`src/rtl/core/rvra_pkg.sv`:
```
// ----------------------------------------------------------------------------
// rvra_pkg
// Shared types and codes of the rover arena allocator.
// ----------------------------------------------------------------------------
package rvra_pkg;

	localparam logic [1:0] CMD_ALLOC = 2'd0;
	localparam logic [1:0] CMD_FLUSH = 2'd1;
	localparam logic [1:0] CMD_FRAME = 2'd2;

	localparam logic [1:0] KIND_ALLOC = 2'd0;
	localparam logic [1:0] KIND_EVICT = 2'd1;
	localparam logic [1:0] KIND_DONE  = 2'd2;
	localparam logic [1:0] KIND_ERROR = 2'd3;

	localparam logic [2:0] ERR_NONE  = 3'd0;
	localparam logic [2:0] ERR_WIDTH = 3'd1;
	localparam logic [2:0] ERR_SIZE  = 3'd2;
	localparam logic [2:0] ERR_ARENA = 3'd3;
	localparam logic [2:0] ERR_END   = 3'd4;

	localparam logic [5:0] SLOT_NONE = 6'd63;
	localparam int unsigned ARENA_RESET = 262144;

	// Datapath operations issued by the controller.
	typedef enum logic [3:0] {
		OP_NOP,
		OP_INIT,      // rebuild arena as one free block
		OP_LOAD,      // latch the input item, compute padded size
		OP_FRAME,     // record rover offset, clear wrap
		OP_WRAPCHK,   // decide wrap and select the rover block
		OP_EVICT_NB,  // clear owner of the rover block
		OP_STEP,      // look at next block of the chain
		OP_MERGE,     // merge next block into the rover block
		OP_SPLIT,     // split leftover / move rover, record new owner
		OP_DIV_STEP,  // one bit of the rows division
		OP_FLUSH_EVT, // clear owner of walk slot and advance
		OP_FLUSH_SEL  // select walk slot
	} op_t;

	typedef struct packed {
		op_t op;
	} cmd_t;

	typedef struct packed {
		logic        bad_width;
		logic        bad_size;
		logic        bad_arena;
		logic        fits;        // rover block already large enough
		logic        chain_end;   // next block missing or MAX_BLOCKS merges done
		logic        owner_nz;    // owner of the looked-at slot is nonzero
		logic        walk_live;   // flush walk slot live
		logic        div_done;
	} stat_t;

endpackage

```
`src/rtl/core/rvra_ctrl.sv`:
```
// ----------------------------------------------------------------------------
// rvra_ctrl
// Controller sequencing allocate, flush and frame commands.
// ----------------------------------------------------------------------------
module rvra_ctrl import rvra_pkg::*; (
	input  logic        clk,
	input  logic        arst_n,
	input  logic        in_valid,
	output logic        in_ready,
	input  logic [1:0]  command,
	input  logic        cfg_valid,
	output logic        cfg_ready,
	output cmd_t        cmd,
	input  stat_t       stat,
	input  logic [21:0] nb_offset,
	input  logic [15:0] look_owner,
	input  logic [16:0] rows_in,
	input  logic        thrash_in,
	output logic        out_valid,
	input  logic        out_ready,
	output logic [1:0]  kind,
	output logic [21:0] block_offset,
	output logic [15:0] evicted_tag,
	output logic [16:0] rows,
	output logic        thrash,
	output logic [2:0]  error_code,
	output logic        last
);
	typedef enum logic [3:0] {
		S_IDLE, S_CHECK, S_WRAP, S_EV_NB, S_FIT, S_MERGE, S_SPLIT, S_DIV, S_DONE,
		S_FL_SEL, S_FL_EV, S_OUT, S_INIT
	} state_t;

	state_t st_q;

	// A pending configuration write takes precedence over a new item.
	assign cfg_ready = st_q == S_IDLE && !out_valid;
	assign in_ready  = st_q == S_IDLE && !out_valid && !cfg_valid;

	always_comb begin
		cmd.op = OP_NOP;
		case (st_q)
			S_IDLE:   if (in_valid && in_ready) cmd.op = (command == CMD_FRAME) ? OP_FRAME
					: OP_LOAD;
			S_WRAP:   cmd.op = OP_WRAPCHK;
			S_EV_NB:  if (!out_valid) cmd.op = OP_EVICT_NB;
			S_FIT:    if (!stat.fits) cmd.op = OP_STEP;
			S_MERGE:  if (!out_valid) cmd.op = OP_MERGE;
			S_SPLIT:  cmd.op = OP_SPLIT;
			S_DIV:    if (!stat.div_done) cmd.op = OP_DIV_STEP;
			S_FL_SEL: cmd.op = OP_FLUSH_SEL;
			S_FL_EV:  if (!out_valid) cmd.op = OP_FLUSH_EVT;
			S_INIT:   cmd.op = OP_INIT;
			default:  cmd.op = OP_NOP;
		endcase
	end

	always_ff @(posedge clk or negedge arst_n) begin
		if (!arst_n) begin
			st_q <= S_IDLE; out_valid <= 1'b0;
			kind <= '0; block_offset <= '0; evicted_tag <= '0; rows <= '0;
			thrash <= 1'b0; error_code <= '0; last <= 1'b0;
		end else begin
			if (out_valid && out_ready) out_valid <= 1'b0;
			case (st_q)
				S_IDLE: if (in_valid && in_ready) begin
					case (command)
						CMD_ALLOC: st_q <= S_CHECK;
						CMD_FLUSH: st_q <= S_FL_SEL;
						CMD_FRAME: begin
							out_valid <= 1'b1; kind <= KIND_DONE; block_offset <= '0;
							evicted_tag <= '0; rows <= '0; thrash <= 1'b0;
							error_code <= ERR_NONE; last <= 1'b1;
						end
						default: ;
					endcase
				end
				S_CHECK: begin
					if (stat.bad_width || stat.bad_size || stat.bad_arena) begin
						out_valid <= 1'b1; kind <= KIND_ERROR; block_offset <= '0;
						evicted_tag <= '0; rows <= '0; thrash <= 1'b0; last <= 1'b1;
						error_code <= stat.bad_width ? ERR_WIDTH :
							stat.bad_size ? ERR_SIZE : ERR_ARENA;
						st_q <= S_IDLE;
					end else st_q <= S_WRAP;
				end
				S_WRAP: st_q <= S_EV_NB;
				S_EV_NB: if (!out_valid) begin
					if (stat.owner_nz) begin
						out_valid <= 1'b1; kind <= KIND_EVICT; evicted_tag <= look_owner;
						block_offset <= '0; rows <= '0; thrash <= 1'b0;
						error_code <= ERR_NONE; last <= 1'b0;
					end
					st_q <= S_FIT;
				end
				S_FIT: begin
					if (stat.fits) st_q <= S_SPLIT;
					else if (stat.chain_end) st_q <= S_DONE;
					else st_q <= S_MERGE;
				end
				S_MERGE: if (!out_valid) begin
					if (stat.owner_nz) begin
						out_valid <= 1'b1; kind <= KIND_EVICT; evicted_tag <= look_owner;
						block_offset <= '0; rows <= '0; thrash <= 1'b0;
						error_code <= ERR_NONE; last <= 1'b0;
					end
					st_q <= S_FIT;
				end
				S_SPLIT: st_q <= S_DIV;
				S_DIV: if (stat.div_done && !out_valid) begin
					out_valid <= 1'b1; kind <= KIND_ALLOC; block_offset <= nb_offset;
					evicted_tag <= '0; rows <= rows_in; thrash <= thrash_in;
					error_code <= ERR_NONE; last <= 1'b1;
					st_q <= S_IDLE;
				end
				S_DONE: if (!out_valid) begin
					out_valid <= 1'b1; kind <= KIND_ERROR; block_offset <= '0;
					evicted_tag <= '0; rows <= '0; thrash <= 1'b0;
					error_code <= ERR_END; last <= 1'b1;
					st_q <= S_IDLE;
				end
				S_FL_SEL: st_q <= stat.walk_live ? S_FL_EV : S_INIT;
				S_FL_EV: if (!out_valid) begin
					if (stat.owner_nz) begin
						out_valid <= 1'b1; kind <= KIND_EVICT; evicted_tag <= look_owner;
						block_offset <= '0; rows <= '0; thrash <= 1'b0;
						error_code <= ERR_NONE; last <= 1'b0;
					end
					st_q <= S_FL_SEL;
				end
				S_INIT: if (!out_valid) begin
					out_valid <= 1'b1; kind <= KIND_DONE; block_offset <= '0;
					evicted_tag <= '0; rows <= '0; thrash <= 1'b0;
					error_code <= ERR_NONE; last <= 1'b1;
					st_q <= S_IDLE;
				end
				default: st_q <= S_IDLE;
			endcase
		end
	end

endmodule

```
`config.mk`:
```
export PLATFORM = sky130hd
export DESIGN_NAME = rvra_ctrl
export DESIGN_NICKNAME = d
export VERILOG_FILES = /design/src/rtl/core/rvra_pkg.sv /design/src/rtl/core/rvra_ctrl.sv
export SDC_FILE = /design/constraint.sdc
export NUM_CORES = 1
export LEC_CHECK = 0
export ABC_CLOCK_PERIOD_IN_PS = 1900
export BUFFER_PORTS_ARGS = -buffer_cell sky130_fd_sc_hd__buf_2
export CORE_MARGIN = 3
export CORE_UTILIZATION = 44
export CTS_CLUSTER_SIZE = 12
export DETAILED_ROUTE_END_ITERATION = 8
export PLACE_DENSITY = 0.82
export SLEW_MARGIN = 10
export SYNTH_ARGS = -nofsm -noshare
export SYNTH_HDL_FRONTEND = slang
export SYNTH_SLANG_ARGS = --single-unit
```
`constraint.sdc`:
```
create_clock -name clk -period 1.9 [get_ports clk]
set_input_delay 0.285 -clock clk [delete_from_list [all_inputs] [get_ports clk]]
set_output_delay 0.285 -clock clk [all_outputs]
set_load 0.03 [all_outputs]
```
==> metrics.cfg, run 1 <==
[outcome]
status=finished with violations
violations=setup timing

[place]
gp_congestion=0.886
post-place-cells=605
dp_hpwl_um=6630
port_buffers=139
dpl-instance-area_um2=4460

[synth]
yosysSeqAreaShare=0.490
synth_area_per_cell_um2=9.51
syn_inst=360
ys_ff_latch=67
yosys_most_used_dff=dfrtp_1
yosysWarnings=0
yosysUniqueCellTypes=41
synth-async-reset-ratio=1.00
synth.net_count=431
synth_area_um2=3420
synth_enable_flop_cells=0

[run]
drv_cap=0

[clocking]
cts-root-buf=clkbuf_8
clock_path_buffers=2
cts_sinks=67
clkTransAtPathRegs_ps=90
cts_buffers=9
cts_tree=yes
clk_latency_ps=340
htree_levels=3

[floorplan]
die_w_um=94.2
coreArea_um2=7410
start_util=0.462
ioPinCount=140
row_count=31
die_h_um=94.2
die-area_um2=8870

[timing]
worst_slew_pin_slew_ps=370
fin_crit_sh=1.20
final_max_slew_viol_count=0
skew_ps=7.20
fmax_mhz=437
fin_tns_setup_ps=-18560
slew_headroom=0.751
final_hold_viol_count=0
rsz0062_at_grt=true
setup_viol=67
worst_slack_ps=-389
min_period_ps=2290

[cells_and_area]
layout_common_cells=buf_2 (133), dfrtp_1 (62), inv_1 (61), nand2_1 (61), mux2i_1 (59)
finalNonFillerCells=653
regArea_um2=1680
layout-drive-gt1-share=0.451
fin_nets=620
final_area_um2=5290
utilization=0.714
fillers=548
final_common_cell=buf_2
diodes=0
syn2layout_area_growth_pct=54.4
multiInputGateArea_um2=1550

[global_route]
grt_use_total=0.248
grt_pass1_wl_um=17000
antenna_found_initial=0
grt_overflow_total=0
grt_pass1_vias=3452
grt_max_degree=68

[worst_setup_path]
worstSetupStartpointType=flop
reg2reg_to=evicted_tag[6]$_DFFE_PN0P_
reg2regPathDepth=9
reg2reg_slack_ps=-390
crit_arrival_ps=2000
cp.required_ps=1620
end_kind=primary output
path_class=flop to primary output
reg2reg_from=out_valid$_DFF_PN0_
crit_fanout=3

[min_path]
hold_class=input pin to flop
hold_depth=3
holdPathEnd=block_offset[4]$_DFFE_PN0P_
worstHoldStart=nb_offset[4]

[power_and_ir_drop]
total_leakage_power_nw=2.79
total_power_mw=9.06
max-vdd-ir-drop_mv=0.692
power_density_nw_per_um2=1710

[route]
viasPerCell=5.12
via_count=3344
route.antenna.remaining_nets=0
first_pass_iters=5
wl_per_cell_um=16.7
finalWirelength_um=10900
drc=0
drt_iter0_drc=152

[flip-flops by register name, summed over array words and instances, names as in the netlist]
signal	flops
out_valid	1
block_offset	22
st_q	4
evicted_tag	16
kind	2
error_code	3
rows	17
thrash	1
last	1
[report_power, final]
group	internal (mW)	total (mW)	switching, mW
sequential	1.71	1.91	0.198
combinational	2.96	5.79	2.83
clock	0.750	1.36	0.608
total	5.42	9.06	3.64
[repair_timing]
| item | in CTS | in global routing |
|---|---|---|
| buffers inserted | 19 | 8 |
| hold buffers | 1 | 0 |
| pin swaps | 5 | 4 |
| gates resized for setup | 47 | 19 |
| gates cloned | 10 | 0 |
| setup endpoints to repair | 68 | 72 |
| endpoints found under the hold margin | 67 | 0 |
[Yosys cell counts, drive strengths merged (2+ instances only)]
master	instances	area [um2]
buf	11	60.1
nor4	2	12.5
nand3	3	15.0
nand2	61	229
dfrtp	67	1680
nor3	9	45.0
nand2b	9	56.3
a221o	2	20.0
a211oi	3	22.5
o22ai	3	18.8
inv	61	229
nor2b	2	12.5
mux2	6	75.1
o21ai	11	55.1
clkbuf	13	48.8
mux2i	63	631
nor2	7	26.3
a21oi	8	40.0
[worst max-delay path by stage]
stage                                    from  slack (ps)  cells past startpoint                     endpoint
after floorplan           out_valid$_DFF_PN0_        -130                      7    error_code[2]$_DFFE_PN0P_
after global placement              cfg_valid        -150                      7  block_offset[1]$_DFFE_PN0P_
after detailed placement            cfg_valid        -170                      7          rows[7]$_DFFE_PN0P_
after CTS                 out_valid$_DFF_PN0_        -370                      6                       cmd[0]
after global routing      out_valid$_DFF_PN0_        -450                      6                       cmd[0]
final                     out_valid$_DFF_PN0_        -390                      6                       cmd[0]
[per-stage QoR]
step	setup slack [ps]	hold WS (ps)
global route	-450	166
detailed placement	-168	334
floorplan	-130	-10.6
CTS	-366	148
global placement	-151	327
finish	-389	165
[cell families after synthesis]
logic type	Yosys count	synth area share
AO/OA/AOI/OAI	37	0.0702
XOR/XNOR	1	0.00256
buffers and inverters	86	0.0998
flip-flops	67	0.490
multiplexers	69	0.206
AND/OR/NAND/NOR	100	0.132
[final cells by class]
class / count / share of cell area
Multi-Input combinational cell: 207 / 0.292
Tap cell: 99 / 0.0234
Clock inverter: 7 / 0.0192
Inverter: 62 / 0.0440
Sequential cell: 67 / 0.318
Clock buffer: 9 / 0.0234
Timing Repair Buffer: 202 / 0.279
[per-layer routing]
metal / global-route usage / part of all wire / up-vias
li1: - / - / 1548
met1: 0.297 / 0.38 / 1575
met2: 0.422 / 0.50 / 182
met3: 0.0513 / 0.086 / 39
met4: 0.123 / 0.038 / 0
met5: 0 / 0 / -
[critical path: stages (launching register included)]
cell and delay [ps]:
dfrtp_2 420, or3b_4 410, nor3b_4 220, and3_1 200, a21oi_2 50, o31ai_4 200
buf_6 160
No activity file was read; power rests on OpenSTA's default activity.
==> run 2, diff against run 1 <==
ABC_AREA = 1   (was unset)
CORE_UTILIZATION = 45   (was 44)
==> metrics.cfg, run 2 <==
[synth]
synthTopCellsByCount=nand2_1 (177), inv_1 (70), nand3_1 (70), dfrtp_1 (67), nor2_1 (54)  ; was dfrtp_1 (67), mux2i_1 (63), inv_1 (61), nand2_1 (61), clkbuf_1 (13)
yosysUniqueCellTypes=32  ; was 41
synth_enable_flop_cells=0  ; unchanged
netlist.area_leader.share=0.457  ; was 0.490
yosysSeqAreaShare=0.457  ; was 0.490
synth-async-reset-ratio=1.00  ; unchanged
yosysWarnings=0  ; unchanged
ys_ff_latch=67  ; unchanged
ys_top_cells_by_area=dfrtp_1 (46%), nand2_1 (18%), nand3_1 (9.5%), inv_1 (7.2%), nor2_1 (5.5%)  ; was dfrtp_1 (49%), mux2i_1 (18%), inv_1 (6.7%), nand2_1 (6.7%), nand2b_1 (1.6%)
yosys_most_used_dff=dfrtp_1  ; unchanged
yosys.area.top_type=dfrtp_1  ; unchanged
syn_inst=511  ; was 360
yosysMostFrequentCell=nand2_1  ; was dfrtp_1
synth_area_um2=3670  ; was 3420 um2
synth_area_per_cell_um2=7.18  ; was 9.51 um2
synth.net_count=582  ; was 431

[timing]
skew_ps=11.5  ; was 7.20 ps
slew_headroom=0.745  ; was 0.751
final_hold_viol_count=0  ; unchanged
setup_viol=2  ; was 67
fin_crit_sh=1.02  ; was 1.20
fmax_mhz=514  ; was 437 MHz
worst_slack_ps=-46.9  ; was -389 ps
fin_tns_setup_ps=-84.9  ; was -18560 ps
final_max_slew_viol_count=0  ; unchanged
whs_ps=207  ; was 165 ps
worst_slew_pin_slew_ps=383  ; was 370 ps
rsz0062_at_grt=true  ; unchanged
min_period_ps=1950  ; was 2290 ps

[worst_setup_path]
worstSetupPathDepth=6  ; unchanged
critical_path.max_stage_delay_ps=460  ; was 420 ps
end_kind=primary output  ; unchanged
reg2reg_from=st_q[1]$_DFFE_PN0P_  ; was out_valid$_DFF_PN0_
crit_arrival_ps=1660  ; was 2000 ps
crit_fanout=4  ; was 3
path_class=flop to primary output  ; unchanged
cpMostUsedCell=buf_4
cp.required_ps=1620  ; about the same
reg2reg_slack_ps=10  ; was -390 ps
crit_chain=buf_4 > buf_4 > buf_4 > a31oi_1 > nand3_2 > buf_6  ; was or3b_4 > nor3b_4 > and3_1 > a21oi_2 > o31ai_4 > buf_6
reg2regPathDepth=11  ; was 9
path_delay_family=buffers and inverters  ; was simple AND/OR/NAND/NOR gates
slowest_stage=dfrtp_2  ; unchanged
cp_num_buf_inv=4  ; was 1
crit_start=st_q[3]$_DFFE_PN0P_  ; was out_valid$_DFF_PN0_
worstSetupStartpointType=flop  ; unchanged
crit_path_end=cmd[0]  ; unchanged
reg2reg_to=block_offset[7]$_DFFE_PN0P_  ; was evicted_tag[6]$_DFFE_PN0P_

[global_route]
grt_overflow_total=0  ; unchanged
grt_pass1_vias=3391  ; was 3452
grt_use_total=0.215  ; was 0.248
grt_max_degree=68  ; unchanged
antenna_found_initial=0  ; unchanged
grt_pass1_wl_um=15800  ; was 17000 um

[cells_and_area]
largest_reg_flops=22  ; unchanged
diodes=0  ; unchanged
top_regs=block_offset (22), rows (17), evicted_tag (16)  ; unchanged
largest-register=block_offset  ; unchanged
layout_common_cells=nand2_1 (172), buf_2 (135), inv_1 (69), nand3_1 (68), dfrtp_1 (62)  ; was buf_2 (133), dfrtp_1 (62), inv_1 (61), nand2_1 (61), mux2i_1 (59)
utilization=0.650  ; was 0.714
fin_nets=745  ; was 620
final_common_cell=nand2_1  ; was buf_2
fillers=694  ; was 548
layout-drive-gt1-share=0.346  ; was 0.451
syn2layout_area_growth_pct=38.2  ; was 54.4%

[power_and_ir_drop]
swShare=0.502  ; was 0.401
clkPwrFrac=0.140  ; was 0.150
power_density_nw_per_um2=1650  ; was 1710 nW/um2
power_switching_mw=4.20  ; was 3.64 mW
total_leakage_power_nw=3.29  ; was 2.79 nW
p_comb_frac=0.622  ; was 0.640
max-vdd-ir-drop_mv=1.15  ; was 0.692 mV
p_int_mw=4.17  ; was 5.42 mW
seqPwrFrac=0.237  ; was 0.210

[min_path]
hold_class=input pin to flop  ; unchanged
hold_depth=3  ; unchanged

[route]
finalWirelength_um=10800  ; was 10900 um
drt_iter0_drc=229  ; was 152
via_count=3866  ; was 3344
first_pass_iters=6  ; was 5
route.antenna.remaining_nets=0  ; unchanged
wl_per_cell_um=13.9  ; was 16.7 um
viasPerCell=4.95  ; was 5.12
drc=0  ; unchanged

[floorplan]
ioPinCount=140  ; unchanged
coreArea_um2=7810  ; was 7410 um2
die_h_um=96.3  ; was 94.2 um
start_util=0.470  ; was 0.462
row_count=32  ; was 31
die-area_um2=9280  ; was 8870 um2
die_w_um=96.3  ; was 94.2 um

[place]
dp_hpwl_um=7050  ; was 6630 um
pre_cts_slack_ps=-21.9  ; was -168 ps
port_buffers=139  ; unchanged
gp_congestion=0.944  ; was 0.886

[run]
drv_cap=0  ; unchanged

[clocking]
cts-root-buf=clkbuf_8  ; unchanged
clkTransAtPathRegs_ps=70  ; was 90 ps
clk_latency_ps=340  ; about the same
cts_tree=yes  ; unchanged
cts_sinks=67  ; unchanged
clock_path_buffers=2  ; unchanged
htree_levels=3  ; unchanged
cts_buffers=9  ; unchanged

[outcome]
status=finished with violations  ; unchanged
violations=setup timing  ; unchanged

run 2: cell types whose count changed in the layout (fill, tap and decap cells not counted), moves of 7 or more:
| cell | change |
|---|---|
| nand2b_1 | -7 |
| buf_4 | -11 |
| inv_1 | +8 |
| mux2i_1 | -59 |
| buf_6 | -12 |
| nand3_1 | +65 |
| nor2_1 | +47 |
| nor3_1 | -7 |
| nand2_1 | +111 |
run 2: repair_timing:
action | in CTS | in global routing
gates cloned | 0 | 5
setup buffers | 7 | 9
hold buffers | 1 | 0
endpoints found under the hold margin | 67 | 0
endpoints found under the setup margin | 8 | 66
resized for setup | 19 | 28
pin swaps | 5 | 8
run 2: layout make-up:
type	instances	area, um2	area share
clock buffers	11	141	0.0279
multi-input cells	346	1700	0.335
flip-flops and latches	67	1680	0.332
inverters	77	294	0.0579
well taps	102	128	0.0251
clock inverters	5	52.6	0.0104
repair buffers	173	1080	0.213
run 2: worst min-delay path by stage:
stage,from,endpoint,slack (ps)
after floorplan,arst_n,block_offset[0]$_DFFE_PN0P_,-10
after global placement,arst_n,evicted_tag[7]$_DFFE_PN0P_,330
after detailed placement,arst_n,evicted_tag[7]$_DFFE_PN0P_,340
after CTS,stat[1],st_q[1]$_DFFE_PN0P_,190
after global routing,stat[1],st_q[1]$_DFFE_PN0P_,200
final,stat[1],st_q[1]$_DFFE_PN0P_,210
run 2: stage by stage:
stage / instance area (um2) / total power [mW] / std cells
6_report: 5070 / 8.38 / 781
2_1_floorplan: 3680 / 5.03 / 511
4_1_cts: 4790 / 7.25 / 767
3_5_place_dp: 4490 / 5.95 / 743
3_3_place_gp: 4490 / 5.89 / 743
5_1_grt: 5070 / 8.86 / 781
run 2: layer usage:
metal	wire length [um]	GRT usage	vias to the layer above
li1	-	-	1893
met1	4580	0.295	1807
met2	5330	0.347	157
met3	837	0.0344	9
met4	81	0.0724	0
met5	0	0	-
run 2: power by group through the flow:
stage,sequential (mW),combinational (mW),clock [mW]
floorplan,2.51,2.51,0
global placement,1.99,3.90,0
detailed placement,2.00,3.95,0
CTS,1.98,4.08,1.19
global route,2.01,5.60,1.26
finish,1.99,5.22,1.18
run 2: cells by family (layout without fill, tap and decap cells):
family | count (synthesis) | in the layout | share of synthesized area
flops | 67 | 67 | 0.457
compound gates | 19 | 19 | 0.0324
buf+inv | 102 | 266 | 0.122
simple gates | 323 | 327 | 0.389
run 2: worst min-delay path: stages:
cell and delay, ps:
buf_2 90, a211oi_1 70, o21ai_0 60
